$ cat src/design/efr_pkg.sv
`default_nettype none
package efr_pkg;

  // Word and working widths of the fixed-point datapath
  localparam int unsigned WORD_W    = 32;
  localparam int unsigned STEP_W    = 31;
  localparam int unsigned EXT_W     = 66;
  localparam int unsigned COUNT_W   = 10;
  localparam int unsigned CFG_IDX_W = 3;
  localparam int unsigned MIN_LIMIT = 10;

  // Configuration register indexes
  typedef enum logic [CFG_IDX_W-1:0] {
    REG_MODE      = 3'd0,
    REG_C_REAL    = 3'd1,
    REG_C_IMAG    = 3'd2,
    REG_ORIGIN_RE = 3'd3,
    REG_ORIGIN_IM = 3'd4,
    REG_STEP_RE   = 3'd5,
    REG_STEP_IM   = 3'd6,
    REG_ITER_LIM  = 3'd7
  } efr_reg_e;

  // Settings seen by the front end
  typedef struct packed {
    logic                     mandel;
    logic signed [WORD_W-1:0] c_real;
    logic signed [WORD_W-1:0] c_imag;
    logic signed [WORD_W-1:0] origin_re;
    logic signed [WORD_W-1:0] origin_im;
    logic        [STEP_W-1:0] step_re;
    logic        [STEP_W-1:0] step_im;
  } efr_cfg_t;

  // One prepared point waiting for the iteration engine
  typedef struct packed {
    logic signed [WORD_W-1:0] zr;
    logic signed [WORD_W-1:0] zi;
    logic signed [WORD_W-1:0] cr;
    logic signed [WORD_W-1:0] ci;
  } efr_entry_t;

  // Clamp a wide signed value into the 32-bit word
  function automatic logic signed [WORD_W-1:0] sat_word(input logic signed [EXT_W-1:0] v);
    logic signed [EXT_W-1:0] wmax;
    logic signed [EXT_W-1:0] wmin;
    wmax = $signed({{(EXT_W-WORD_W+1){1'b0}}, {(WORD_W-1){1'b1}}});
    wmin = $signed({{(EXT_W-WORD_W+1){1'b1}}, {(WORD_W-1){1'b0}}});
    if (v > wmax) begin
      sat_word = wmax[WORD_W-1:0];
    end else if (v < wmin) begin
      sat_word = wmin[WORD_W-1:0];
    end else begin
      sat_word = v[WORD_W-1:0];
    end
  endfunction

endpackage
`default_nettype wire

$ cat src/design/efr_front.sv
`default_nettype none
module efr_front #(
  parameter int unsigned COORD_BITS = 12
) (
  input  wire logic                   clk_i,
  input  wire logic                   rst_ni,
  input  wire logic                   in_valid_i,
  output logic                        in_ready_o,
  input  wire logic [COORD_BITS-1:0]  pixel_col_i,
  input  wire logic [COORD_BITS-1:0]  pixel_row_i,
  input  wire efr_pkg::efr_cfg_t      cfg_i,
  output logic                        push_valid_o,
  input  wire logic                   push_ready_i,
  output efr_pkg::efr_entry_t         push_entry_o
);
  import efr_pkg::*;

  localparam int unsigned PRD_W = COORD_BITS + STEP_W;
  localparam int unsigned PT_W  = PRD_W + 2;

  logic                  valid_a_q;
  logic [COORD_BITS-1:0] col_a_q;
  logic [COORD_BITS-1:0] row_a_q;
  logic                  valid_b_q;
  logic [PRD_W-1:0]      prod_re_b_q;
  logic [PRD_W-1:0]      prod_im_b_q;
  logic                  adv_a;
  logic                  adv_b;
  logic signed [PT_W-1:0] sum_re;
  logic signed [PT_W-1:0] sum_im;
  logic signed [WORD_W-1:0] pr;
  logic signed [WORD_W-1:0] pi;

  // Each stage moves on whenever it is empty or the next one has room
  assign adv_b      = !valid_b_q || push_ready_i;
  assign adv_a      = !valid_a_q || adv_b;
  assign in_ready_o = adv_a;

  always_ff @(posedge clk_i or negedge rst_ni) begin
    if (!rst_ni) begin
      valid_a_q <= 1'b0;
      valid_b_q <= 1'b0;
    end else begin
      if (adv_a) valid_a_q <= in_valid_i;
      if (adv_b) valid_b_q <= valid_a_q;
    end
  end

  // Capture the pixel, then the column and row offsets
  always_ff @(posedge clk_i) begin
    if (adv_a && in_valid_i) begin
      col_a_q <= pixel_col_i;
      row_a_q <= pixel_row_i;
    end
    if (adv_b && valid_a_q) begin
      prod_re_b_q <= PRD_W'(col_a_q) * PRD_W'(cfg_i.step_re);
      prod_im_b_q <= PRD_W'(row_a_q) * PRD_W'(cfg_i.step_im);
    end
  end

  // Add the origin, rows counting downward, and saturate
  always_comb begin
    sum_re = $signed({{(PT_W-WORD_W){cfg_i.origin_re[WORD_W-1]}}, cfg_i.origin_re})
           + $signed({2'b00, prod_re_b_q});
    sum_im = $signed({{(PT_W-WORD_W){cfg_i.origin_im[WORD_W-1]}}, cfg_i.origin_im})
           - $signed({2'b00, prod_im_b_q});
    pr = sat_word($signed({{(EXT_W-PT_W){sum_re[PT_W-1]}}, sum_re}));
    pi = sat_word($signed({{(EXT_W-PT_W){sum_im[PT_W-1]}}, sum_im}));
  end

  // Pick starting z and constant by mode
  always_comb begin
    if (cfg_i.mandel) begin
      push_entry_o.zr = '0;
      push_entry_o.zi = '0;
      push_entry_o.cr = pr;
      push_entry_o.ci = pi;
    end else begin
      push_entry_o.zr = pr;
      push_entry_o.zi = pi;
      push_entry_o.cr = cfg_i.c_real;
      push_entry_o.ci = cfg_i.c_imag;
    end
  end

  assign push_valid_o = valid_b_q;

endmodule
`default_nettype wire

$ cat config.mk
export PLATFORM = sky130hd
export DESIGN_NAME = efr_front
export DESIGN_NICKNAME = d
export VERILOG_FILES = /design/src/design/efr_pkg.sv /design/src/design/efr_front.sv
export SDC_FILE = /design/constraint.sdc
export NUM_CORES = 2
export LEC_CHECK = 0
export ABC_CLOCK_PERIOD_IN_PS = 8800
export CAP_MARGIN = 5
export CORE_MARGIN = 1
export CORE_UTILIZATION = 44
export CTS_CLUSTER_DIAMETER = 60
export DETAILED_ROUTE_END_ITERATION = 12
export DONT_BUFFER_PORTS = 1
export RECOVER_POWER = 50
export SYNTH_ARGS = -nofsm -noshare
export SYNTH_HDL_FRONTEND = slang
export SYNTH_SLANG_ARGS = --single-unit
$ cat constraint.sdc
create_clock -name clk_i -period 8.8 [get_ports clk_i]
set_input_delay 0.88 -clock clk_i [delete_from_list [all_inputs] [get_ports clk_i]]
set_output_delay 0.88 -clock clk_i [all_outputs]
set_load 0.01 [all_outputs]
==> flow_results.org <==
** Clock network
- The H-tree generated during clock tree synthesis spans 3 levels.
- Buffers inserted to repair hold after CTS numbered 0.
- Sinks on Clock Net :: ~110
- TritonCTS built the clock tree.
- TritonCTS created 9 clock buffers.
- Count of cells resized by post-cts repair :: 0
- Worst-path clk slew :: roughly 0.090 ns
- For the worst-skew pair, the clock arrives at the later sink with an insertion delay of a little over 0.4 ns.
- Master cell of the clock root buffer :: sky130_fd_sc_hd__clkbuf_16
- Setup Fix Bufs, Post-CTS :: 0
- Buffers from clock root to sink, at most :: 2

** Power and ir drop
- The analysis attributes to cell leakage a power of around 17 nW.
- PD cells :: ~440 nW/um2
- Power consumption :: ~15 mW
- The worst-case IR drop observed on VDD is roughly 370 uV.

** Worst setup path
- Worst r2r dst :: prod_im_b_q[41]$_DFFE_PP_
- In this run the critical register-to-register path is launched from row_a_q[0]$_DFFE_PP_.
- Data on the critical path is required at its endpoint by roughly 9 ns.
- Launching element of the worst setup path :: row_a_q[0]$_DFFE_PP_
- Cell family with the largest share of critical-path delay :: compound AO/OA/AOI/OAI gates
- The worst setup path is captured at a flop.
- Counting cells, the worst reg-to-reg path comes to 21.
- Critical-path cell list :: clkbuf_1, nand2_1, fa_1, inv_1, fa_1, fa_1, inv_1, fa_1, inv_1, ha_1, a21o_1, a21o_1, a21oi_1, o31ai_1, a41o_1, a221o_1, a21o_1, a21o_1, a2111oi_0, o21ai_0, xor2_1
- For flop-to-flop paths, the worst setup slack is 1.40 ns.
- Crit path buf inv count :: 4
- Crit path arrival time :: 7.57 ns
- In this run the worst path has a maximum fanout of 31.
- The worst setup path is launched from a flop.
- The critical path is of the flop to flop type.
- Largest stage delay, worst path :: 1.32 ns
- The largest individual stage delay along the critical path comes from the cell sky130_fd_sc_hd__clkbuf_1.

** Place
- Routability-driven placement finished with a final weighted congestion of 0.8971.
- Quantity of I/O buffers inserted on ports :: 0
- Post-DP HPWL :: roughly 77 mm

** Timing
- The max-slew violation count is between 100 and 150.
- The routed design could run at a clock period as short as between 7 and 8 ns.
- After routing, the total negative slack on setup checks comes to 0 ns.
- Dividing the final minimum period by the clock period gives 0.8408.
- Based on the critical path, the design can be clocked at up to 135.1 MHz.
- Unrepaired setup endpoints after global routing :: no
- For the pin with the worst max-slew slack, the measured transition is around 2.6 ns.
- Between clock sinks in the finished design, the worst skew comes to roughly 0.018 ns.
- Relative max-transition margin :: -0.7103
- Setup violations remaining at the end of the flow were counted as 0.
- The hold violation count in the final report was 0.

** Final layout
- Area taken by multi-input logic gates :: 26,490 um2
- Area growth from synthesis to layout :: 2.428%
- Storage cell area :: roughly 3400 um2
- Share of layout cells above drive strength 1 :: 0.03608
- In the final design database the tool counted about 4,800 nets.
- Filler Cells Inserted :: ~7,300

** Yosys
- In this run, distinct cell masters in the synthesized netlist total 100.
- Share of synthesized area occupied by flip-flops and latches :: 0.1001
- Top cells by area in the synthesized netlist :: sky130_fd_sc_hd__fa_1 (35%), sky130_fd_sc_hd__edfxtp_1 (9.9%), sky130_fd_sc_hd__ha_1 (9.3%)
- Post-synthesis instance total :: a little under 4,000
- Top cells by count, synth :: sky130_fd_sc_hd__inv_1 (728), sky130_fd_sc_hd__nand2_1 (615), sky130_fd_sc_hd__fa_1 (582)
- In this run the cell area of the synthesized design comes to ~34,000 um2.
- Synthesized area divided by synthesized cell count :: ~8.6 um2
- Prevailing post-synth register cell :: sky130_fd_sc_hd__edfxtp_1
- Yosys mapped a number of flops with a built-in enable equal to between 100 and 150.
- #FFs+latches synth :: about 110
- By instance count, the leading cell after synthesis is sky130_fd_sc_hd__inv_1.
- Synthesized net count :: 4,926
- Top cell type's share of synthesized area :: 0.3478
- Cell accounting for the most synthesized area :: sky130_fd_sc_hd__fa_1
- Ys async rst share :: 0.01786
- For this run, the number of Yosys warnings is 0.

** Route
- Detail Route Antenna Nets :: 0
- Detailed routing placed a total of approximately 43 mm of wire on met2.
- Via density :: around 5.5
- Post-Route WL :: ~93 mm
- Detailed-route wire length per cell :: about 20 um
- Top layer used by detailed routing :: met4
- The first detailed-routing pass took 6 iterations.
- Routed length on met1 :: around 42 mm
- For this block, the initial DRC count from the detailed router was approximately 1,800.
- Residual DRC :: 0
- Vias :: about 26,000
- Detail Route met3 WL :: ~6.5 mm

** Global route
- Overall track demand over capacity in global routing :: 0.2446
- Initial antenna violation count :: 4
- For this run the aggregate overflow at the end of global routing stands at 0.
- The first global-routing pass estimated between 100 and 150 mm of wire.
- Entering global routing, the biggest net connects 187 pins.
- Via count of the first global-routing pass :: between 20,000 and 30,000

** Worst hold path
- Path type of the worst min-delay path :: primary input to asynchronous set/reset pin

** Floorplanning
- Die height :: 277.9 um
- Core footprint :: between 70,000 and 80,000 um2
- Cell row count :: 100
- Die X :: about 280 um
- The die covers between 70,000 and 80,000 um2.
- I/O Pins :: 349
- For this configuration, the core starts out at a cell density of 0.4470.

** Status
- The run finished, with violations left.
- Violated checks :: capacitance limit, slew limit

** Flow run
- Max-cap violations in this run came to 4.
[metrics by stage]
| stage | setup slack [ns] | std cells | area [um2] | util | hold WS [ns] |
|---|---|---|---|---|---|
| floorplan | 2.087 | 3875 | 33500 | - | 0.4490 |
| global placement | 1.983 | 4667 | 34060 | 0.4545 | 0.4811 |
| detailed placement | 1.880 | 4667 | 34060 | 0.4545 | 0.4821 |
| CTS | 1.854 | 4683 | 34360 | 0.4584 | 0.1189 |
| global route | 0.9724 | 4685 | 34310 | 0.4578 | 0.1216 |
| finish | 1.401 | 4686 | 34320 | 0.4579 | 0.1480 |
[placed cells by master (no fill, tap or decap), drive strengths merged, types with 9 or more instances in the layout]
master and n:
a211oi 13, inv 732, or3 14, a21boi 12, xor2 57, clkbuf 13
nand4 18, o31ai 41, a21o 82, a311oi 54, nor2 140, ha 250
and2 228, o21bai 20, and3 24, o211ai 15, nor2b 16, nand2 615
nand3 36, a221oi 9, a21oi 158, buf 28, nor3 24, a31o 9
xnor2 88, nand2b 24, o21a 29, fa 582, a31oi 23, o21ai 91
o22ai 35, edfxtp 110, nor4 9, or2 12
[how the worst max path moves through the flow]
stage | endpoint | cells past startpoint
finish | prod_im_b_q[41]$_DFFE_PP_ | 21
detailed placement | prod_im_b_q[41]$_DFFE_PP_ | 22
CTS | prod_im_b_q[41]$_DFFE_PP_ | 23
floorplan | prod_im_b_q[41]$_DFFE_PP_ | 22
global placement | prod_im_b_q[41]$_DFFE_PP_ | 22
global route | prod_im_b_q[41]$_DFFE_PP_ | 21
[state kept, by name, summed over array words and instances (netlist names)]
signal and count:
valid_a_q 1, push_valid_o 1, prod_im_b_q 43, prod_re_b_q 43, row_a_q 12, col_a_q 12
[final cells by class]
cell class	count	share of cell area
timing repair buffer	31	0.006454
antenna	3	0.0002188
tap	969	0.03533
inverter	728	0.07963
multi-input combinational	2827	0.7720
clock inverter	6	0.001641
clock buffer	10	0.006964
sequential	112	0.09772
[worst reg2reg max path, cell delays in order, from the launching register on]
cell and delay [ns]:
sky130_fd_sc_hd__edfxtp_1 0.33, sky130_fd_sc_hd__clkbuf_1 1.32, sky130_fd_sc_hd__nand2_1 0.25, sky130_fd_sc_hd__fa_1 0.61, sky130_fd_sc_hd__inv_1 0.06, sky130_fd_sc_hd__fa_1 0.48, sky130_fd_sc_hd__fa_1 0.55, sky130_fd_sc_hd__inv_1 0.05
sky130_fd_sc_hd__fa_1 0.47, sky130_fd_sc_hd__inv_1 0.04, sky130_fd_sc_hd__ha_1 0.34, sky130_fd_sc_hd__a21o_1 0.19, sky130_fd_sc_hd__a21o_1 0.17, sky130_fd_sc_hd__a21oi_1 0.31, sky130_fd_sc_hd__o31ai_1 0.20, sky130_fd_sc_hd__a41o_1 0.31
sky130_fd_sc_hd__a221o_1 0.37, sky130_fd_sc_hd__a21o_1 0.20, sky130_fd_sc_hd__a21o_1 0.20, sky130_fd_sc_hd__a2111oi_0 0.40, sky130_fd_sc_hd__o21ai_0 0.17, sky130_fd_sc_hd__xor2_1 0.16
[where the power goes]
group	total [mW]	switching, mW	leakage, nW	internal, mW
Sequential	1.46	0.0959	1.08	1.36
Combinational	13.3	7.88	15.3	5.42
Clock	0.467	0.259	0.149	0.208
Total	15.2	8.23	16.5	6.98
[cells by family (layout without fill, tap and decap cells)]
group | count (synthesis) | after routing | share of synthesized area
xor gates and xnor gates | 145 | 145 | 0.03869
other | 0 | 3 | 0
and+or+nand+nor | 1186 | 1186 | 0.1664
adders and majority gates | 832 | 832 | 0.4411
AOI/OAI and AO/OA | 660 | 660 | 0.1438
DFF | 112 | 112 | 0.1001
muxes | 4 | 4 | 0.001195
buffers and inverters | 936 | 775 | 0.1086
[per-layer routing]
| layer | up-vias | GRT usage |
|---|---|---|
| met5 | - | 0 |
| met4 | 0 | 0.04788 |
| met3 | 79 | 0.04516 |
| met2 | 811 | 0.3956 |
| met1 | 12920 | 0.3430 |
| li1 | 12030 | - |
No activity file was read; power rests on OpenSTA's default activity.
