==> src/design/efr_pkg.sv <==
`default_nettype none
package efr_pkg;

  // Word and working widths of the fixed-point datapath
  localparam int unsigned WORD_W    = 32;
  localparam int unsigned STEP_W    = 31;
  localparam int unsigned EXT_W     = 66;
  localparam int unsigned COUNT_W   = 10;
  localparam int unsigned CFG_IDX_W = 3;
  localparam int unsigned MIN_LIMIT = 10;

  // Configuration register indexes
  typedef enum logic [CFG_IDX_W-1:0] {
    REG_MODE      = 3'd0,
    REG_C_REAL    = 3'd1,
    REG_C_IMAG    = 3'd2,
    REG_ORIGIN_RE = 3'd3,
    REG_ORIGIN_IM = 3'd4,
    REG_STEP_RE   = 3'd5,
    REG_STEP_IM   = 3'd6,
    REG_ITER_LIM  = 3'd7
  } efr_reg_e;

  // Settings seen by the front end
  typedef struct packed {
    logic                     mandel;
    logic signed [WORD_W-1:0] c_real;
    logic signed [WORD_W-1:0] c_imag;
    logic signed [WORD_W-1:0] origin_re;
    logic signed [WORD_W-1:0] origin_im;
    logic        [STEP_W-1:0] step_re;
    logic        [STEP_W-1:0] step_im;
  } efr_cfg_t;

  // One prepared point waiting for the iteration engine
  typedef struct packed {
    logic signed [WORD_W-1:0] zr;
    logic signed [WORD_W-1:0] zi;
    logic signed [WORD_W-1:0] cr;
    logic signed [WORD_W-1:0] ci;
  } efr_entry_t;

  // Clamp a wide signed value into the 32-bit word
  function automatic logic signed [WORD_W-1:0] sat_word(input logic signed [EXT_W-1:0] v);
    logic signed [EXT_W-1:0] wmax;
    logic signed [EXT_W-1:0] wmin;
    wmax = $signed({{(EXT_W-WORD_W+1){1'b0}}, {(WORD_W-1){1'b1}}});
    wmin = $signed({{(EXT_W-WORD_W+1){1'b1}}, {(WORD_W-1){1'b0}}});
    if (v > wmax) begin
      sat_word = wmax[WORD_W-1:0];
    end else if (v < wmin) begin
      sat_word = wmin[WORD_W-1:0];
    end else begin
      sat_word = v[WORD_W-1:0];
    end
  endfunction

endpackage
`default_nettype wire

==> src/design/efr_queue.sv <==
`default_nettype none
module efr_queue (
  input  wire logic                clk_i,
  input  wire logic                rst_ni,
  input  wire logic                push_valid_i,
  output logic                     push_ready_o,
  input  wire efr_pkg::efr_entry_t push_entry_i,
  output logic                     pop_valid_o,
  input  wire logic                pop_ready_i,
  output efr_pkg::efr_entry_t      pop_entry_o
);
  import efr_pkg::*;

  efr_entry_t slot_q [2];
  logic       wr_ptr_q;
  logic       rd_ptr_q;
  logic [1:0] fill_q;
  logic       do_push;
  logic       do_pop;

  assign push_ready_o = (fill_q != 2'd2);
  assign pop_valid_o  = (fill_q != 2'd0);
  assign pop_entry_o  = slot_q[rd_ptr_q];
  assign do_push      = push_valid_i && push_ready_o;
  assign do_pop       = pop_valid_o && pop_ready_i;

  // Advance pointers and fill level
  always_ff @(posedge clk_i or negedge rst_ni) begin
    if (!rst_ni) begin
      wr_ptr_q <= 1'b0;
      rd_ptr_q <= 1'b0;
      fill_q   <= 2'd0;
    end else begin
      if (do_push) wr_ptr_q <= !wr_ptr_q;
      if (do_pop)  rd_ptr_q <= !rd_ptr_q;
      if (do_push && !do_pop) begin
        fill_q <= fill_q + 2'd1;
      end else if (do_pop && !do_push) begin
        fill_q <= fill_q - 2'd1;
      end
    end
  end

  // Store the incoming transfer
  always_ff @(posedge clk_i) begin
    if (do_push) slot_q[wr_ptr_q] <= push_entry_i;
  end

endmodule
`default_nettype wire

==> config.mk <==
export PLATFORM = sky130hd
export DESIGN_NAME = efr_queue
export DESIGN_NICKNAME = d
export VERILOG_FILES = /design/src/design/efr_pkg.sv /design/src/design/efr_queue.sv
export SDC_FILE = /design/constraint.sdc
export NUM_CORES = 1
export LEC_CHECK = 0
export ABC_AREA = 1
export BUFFER_PORTS_ARGS = -buffer_cell sky130_fd_sc_hd__buf_2
export CORE_MARGIN = 4
export CORE_UTILIZATION = 47
export DETAILED_ROUTE_END_ITERATION = 8
export PLACE_DENSITY = 0.75
export SYNTH_ARGS = -nofsm -noshare
export SYNTH_HDL_FRONTEND = slang
export SYNTH_SLANG_ARGS = --single-unit
==> constraint.sdc <==
create_clock -name clk_i -period 7 [get_ports clk_i]
set_input_delay 0.35 -clock clk_i [delete_from_list [all_inputs] [get_ports clk_i]]
set_output_delay 0.35 -clock clk_i [all_outputs]
set_load 0.1 [all_outputs]
==> results.cfg, run 1 <==
[run_status]
status = completed

[floorplanning]
die_w_um = 150
start_util_pct = 48.3
coreArea_um2 = 19700
io_pins = 262
die_h_um = 150
die_area_um2 = 22500
num_rows = 51

[finish]
final_cell_mix = 394 x nand2_1, 261 x buf_2, 256 x edfxtp_1, 27 x clkbuf_16, 17 x dlygate4sd3_1
area_delta_synth_final_pct = 27.7
drive_gt1_share_pct = 31.2
finish.utilization_pct = 61.7
final_nets = 1114
final_common_cell = nand2_1
fin_area_um2 = 12100

[clock_network]
clk_pin_slew_ns = 0.06
cts_setup_buffers = 0
root_buffer = clkbuf_16
cts_hold_buf = 13
post_cts_resized = 0
cts_max_path_buffers = 3
cts_num_sinks = 260
cts_tree = built
cts_made_buffers = 26
worstSkewPairLatency_ns = 0.51
htreeDepth = 1

[timing]
post-route-period-util_pct = 51.3
maxSlewHeadroom_pct = 39.8
final.setup_skew_ns = 0.00886
rsz0062_at_grt = false
fmax_ghz = 0.279
worst_pin_slew_ns = 0.902
hold_viol = 0
setup_viol = 0
maxSlewViolCount = 0
period_needed_ns = 3.59

[global_routing]
grt_start_max_net_pins = 71
grt.total_usage_pct = 17.0
grt_pass1_vias = 5854
gr-total-overflow = 0
antenna_found_initial = 3
grt_pass1_wl_mm = 30.0

[placed_design]
io_buffers = 261
dpl.hpwl_mm = 12.8
dpl-instance-area_um2 = 11100
routabilityCongestion = 0.760

[routing]
wl_met3_mm = 1.78
drt-total-wl_mm = 20.0
route.detailed.drc = 0
via_per_inst = 4.71
drtIter0Drc = 391
wl_per_cell_um = 15.8
vias = 5972
wl_met1_mm = 7.51
dr.pass1.iters = 4
final_antenna_net_count = 0
met2_length_mm = 10.3
topRoutingLayerUsed = met5

[setup_path]
crit_buf_inv = 3
cp_max_fo = 70
required_ns = 6.65
worstPathCellList = inv_4, buf_4, nand2_1, nand2_1, buf_2
crit_family = buffers and inverters
cpMaxStageDelayCell = dfrtp_4
arrival_ns = 3.24
crit_path_start_kind = flip-flop
cpPeakStageDelay_ns = 0.72
end_kind = output port
cp_common_cell = nand2_1
crit_type = flip-flop to output port

[logic_synthesis]
avgSynthCellArea_um2 = 13.6
seq_area_frac_synth_pct = 82.1
postSynthCellCount = 697
ys_warn_count = 0
ys_ff_latch = 260
yosysUniqueCellTypes = 14
syn_nets = 830
synthesis.area_um2 = 9490

[run]
maxCapViolations = 0

[hold_path]
min-delay-path-class = input pin to flip-flop
[worst paths after layout]
kind | startpoint | end | slack [ns] | depth (start not counted)
max | rd_ptr_q$_DFFE_PN0P_ | pop_entry_o[10] | 3.41 | 5
min | push_entry_i[103] | slot_q[1][103]$_DFFE_PP_ | 0.03 | 1
max reg2reg | fill_q[0]$_DFFE_PN0P_ | slot_q[1][64]$_DFFE_PP_ | 5.03 | 5
min reg2reg | fill_q[0]$_DFFE_PN0P_ | fill_q[0]$_DFFE_PN0P_ | 0.50 | 1
max in group asynchronous | rst_ni | rd_ptr_q$_DFFE_PN0P_ | 6.68 | 2
min in group asynchronous | rst_ni | rd_ptr_q$_DFFE_PN0P_ | 0.19 | 2
[metal layers]
layer	up-vias	track usage [%]
met5	-	0
met4	6	4.67
met3	42	5.36
met2	223	30.0
met1	2776	20.2
li1	2925	-
[final cells by class]
cell class	count	area (µm²)
Clock inverter	12	134
Inverter	7	28.8
Fill cell	1538	7530
Timing Repair Buffer	284	1520
Multi-Input combinational cell	402	1550
Clock buffer	36	759
Tap cell	265	332
Antenna cell	2	5.00
Sequential cell	260	7790
[cells in the mapped netlist]
cell type / n / share of area (%)
buf_2: 25 / 1.3
buf_4: 2 / 0.16
clkbuf_1: 1 / 0.040
dfrtp_1: 4 / 1.1
edfxtp_1: 256 / 81
ha_1: 1 / 0.13
inv_1: 6 / 0.24
inv_2: 1 / 0.040
nand2_1: 394 / 16
nand3_1: 2 / 0.11
nand4_1: 1 / 0.066
nor2_1: 2 / 0.079
xnor2_1: 1 / 0.092
xor2_1: 1 / 0.092
[kinds of logic after synthesis]
| logic type | Yosys count | synth area share, % |
|---|---|---|
| buffers and inverters | 35 | 1.79 |
| flip-flops | 260 | 82.1 |
| adder cells (fa/ha/maj) | 1 | 0.132 |
| AND/OR/NAND/NOR | 399 | 15.8 |
| XOR/XNOR | 2 | 0.185 |
[state kept, by name (all words and copies together) (netlist names)]
register / flops
slot_q: 256
fill_q: 2
rd_ptr_q: 1
wr_ptr_q: 1
[per-stage QoR]
step / setup slack, ns / std cells / setup TNS (ns) / hold WS, ns
detailed placement: 3.85 / 1201 / 0 / 0.167
CTS: 3.30 / 1262 / 0 / 0.000131
finish: 3.41 / 1268 / 0 / 0.0262
global placement: 3.86 / 1201 / 0 / 0.163
global route: 3.15 / 1266 / 0 / 0.00205
floorplan: -0.350 / 697 / -89.64 / 0.0544
Power of run 1 is not shown: default switching activity piles up to over one toggle a cycle in this logic, so the estimate is an artifact.
==> run 2: changes to the inputs <==
--- a/config.mk
+++ b/config.mk
@@ -5,7 +5,7 @@
 export SDC_FILE = /design/constraint.sdc
 export NUM_CORES = 1
 export LEC_CHECK = 0
-export ABC_AREA = 1
+export ABC_AREA = 0
 export BUFFER_PORTS_ARGS = -buffer_cell sky130_fd_sc_hd__buf_2
 export CORE_MARGIN = 4
 export CORE_UTILIZATION = 47
==> constraint.sdc (replaced) <==
create_clock -name clk_i -period 3 [get_ports clk_i]
set_input_delay 0.15 -clock clk_i [delete_from_list [all_inputs] [get_ports clk_i]]
set_output_delay 0.15 -clock clk_i [all_outputs]
set_load 0.1 [all_outputs]
==> results.cfg, run 2 <==
[logic_synthesis]
seq_area_frac_synth_pct = 82.2
async_flop_share_pct = 1.54
synthTopCellsByArea = edfxtp_1 81%, mux2_2 15%, buf_6 1.5%
synthDominantCellAreaShare_pct = 81.1
yosys.area.top_type = edfxtp_1
avgSynthCellArea_um2 = 22.8
yosysMostFrequentCell = edfxtp_1
postSynthCellCount = 416
synthesis.area_um2 = 9470
syn_nets = 549
ys.flop_type = edfxtp_1
yosysUniqueCellTypes = 14
ys_ff_latch = 260
yosys-top-cells-count = 256 x edfxtp_1, 128 x mux2_2, 13 x buf_6
synth_edf_count = 256
ys_warn_count = 0

[hold_path]
hold_depth = 2
min-delay-path-class = input pin to flip-flop
min_to = slot_q[1][32]$_DFFE_PP_
hold_start = push_entry_i[32]

[routing]
met2_length_mm = 10.6
wl_met1_mm = 7.67
topRoutingLayerUsed = met4
route.detailed.drc = 0
drtIter0Drc = 198
wl_per_cell_um = 18.3
wl_met3_mm = 1.62
drt-total-wl_mm = 20.3
final_antenna_net_count = 0
via_per_inst = 4.89
dr.pass1.iters = 6
vias = 5418

[finish]
drive_gt1_share_pct = 51.0
final_cell_mix = 261 x buf_2, 256 x edfxtp_1, 132 x dlygate4sd3_1, 128 x mux2_2, 27 x clkbuf_16
top_regs = slot_q x256, fill_q x2
nFillCells = 1291
fin_area_um2 = 13100
largest_register = slot_q
area_delta_synth_final_pct = 38.6
final_nets = 961
final_common_cell = buf_2
largest_reg_flops = 256

[timing]
final.setup_skew_ns = 0.0132
finalSetupTns_ns = 0
whs_ns = 0.350
worst_pin_slew_ns = 0.824
rsz0062_at_grt = false
period_needed_ns = 2.48
setup_viol = 0
post-route-period-util_pct = 82.6
hold_viol = 0
maxSlewHeadroom_pct = 45.1
maxSlewViolCount = 0
fmax_ghz = 0.403
setup_slack_ns = 0.521

[run_status]
status = completed

[clock_network]
worstSkewPairLatency_ns = 0.52
clk_pin_slew_ns = 0.05
cts_setup_buffers = 0
cts_made_buffers = 27
cts_hold_buf = 132
htreeDepth = 1
post_cts_resized = 0
cts_max_path_buffers = 3
cts_num_sinks = 260
cts_tree = built
root_buffer = clkbuf_16

[setup_path]
cp_max_fo = 129
worstPathCellList = buf_12, mux2_2, buf_2
r2r-start = fill_q[0]$_DFFE_PN0P_
arrival_ns = 2.33
cpPeakStageDelay_ns = 0.43
required_ns = 2.85
crit_type = flip-flop to output port
r2r_cells = 3
r2r_end = slot_q[1][21]$_DFFE_PP_
cpMaxStageDelayCell = buf_2
end_kind = output port
reg2reg_slack_ns = 1.02
crit_path_start_kind = flip-flop

[run]
maxCapViolations = 0

[floorplanning]
coreArea_um2 = 19700
io_pins = 262
die_w_um = 150
die_area_um2 = 22500
num_rows = 51
die_h_um = 150
start_util_pct = 48.2

[global_routing]
grt_start_max_net_pins = 130
grt_pass1_vias = 5890
gr-total-overflow = 0
grt_pass1_wl_mm = 31.0
antenna_found_initial = 1
grt.total_usage_pct = 17.5

[placed_design]
dpl-instance-area_um2 = 11100
dpl.hpwl_mm = 11.7
pre_cts_ws_ns = 0.985
io_buffers = 261
routabilityCongestion = 0.728
==> run 2: changes by cell type after synthesis, moves of 5 or more <==
cell     change
buf_2       -24
inv_1        -5
buf_6       +13
mux2_2     +128
nand2_1    -392
==> run 2: layout make-up <==
type / count / area (µm²) / area share [%]
diodes: 1 / 2.50 / 0.0191
multi-input cells: 141 / 1560 / 11.9
repair buffers: 397 / 2700 / 20.5
inverters: 1 / 3.75 / 0.0286
clock buffers: 34 / 702 / 5.35
flip-flops and latches: 260 / 7790 / 59.3
well taps: 265 / 332 / 2.53
clock inverters: 10 / 46.3 / 0.353
==> run 2: metrics by stage <==
stage / util [%] / instances
after floorplan: - / 416
final: 66.8 / 1109
after global routing: 66.8 / 1109
after global placement: 56.3 / 932
after CTS: 66.8 / 1108
after detailed placement: 56.3 / 932
==> run 2: worst max-delay path: cells and delay by family (launching register included) <==
| family | cells | cell delay (ns) |
|---|---|---|
| mux | 1 | 0.31 |
| flops | 1 | 0.41 |
| buf+inv | 2 | 0.85 |
==> run 2: worst max path at each step <==
stage / endpoint / from / cells after the start
after floorplan: slot_q[0][0]$_DFFE_PP_ / fill_q[0]$_DFFE_PN0P_ / 3
after detailed placement: slot_q[1][92]$_DFFE_PP_ / fill_q[0]$_DFFE_PN0P_ / 3
final: pop_entry_o[16] / rd_ptr_q$_DFFE_PN0P_ / 3
after global placement: slot_q[1][20]$_DFFE_PP_ / fill_q[0]$_DFFE_PN0P_ / 3
after CTS: pop_entry_o[83] / rd_ptr_q$_DFFE_PN0P_ / 3
after global routing: pop_entry_o[16] / rd_ptr_q$_DFFE_PN0P_ / 3
==> run 2: cells by family after synthesis <==
family	after synthesis	synth area share, %
flops	260	82.2
mux	128	15.2
buf+inv	15	1.64
simple gates	7	0.357
xor+xnor	5	0.462
fa+ha+maj	1	0.132
==> run 2: routing by layer <==
metal  vias to the layer above  GRT usage, %
li1                       2480             -
met1                      2674          20.7
met2                       226          31.7
met3                        38          4.45
met4                         0          4.62
met5                         -             0
Power of run 2 is left out for the same reason.
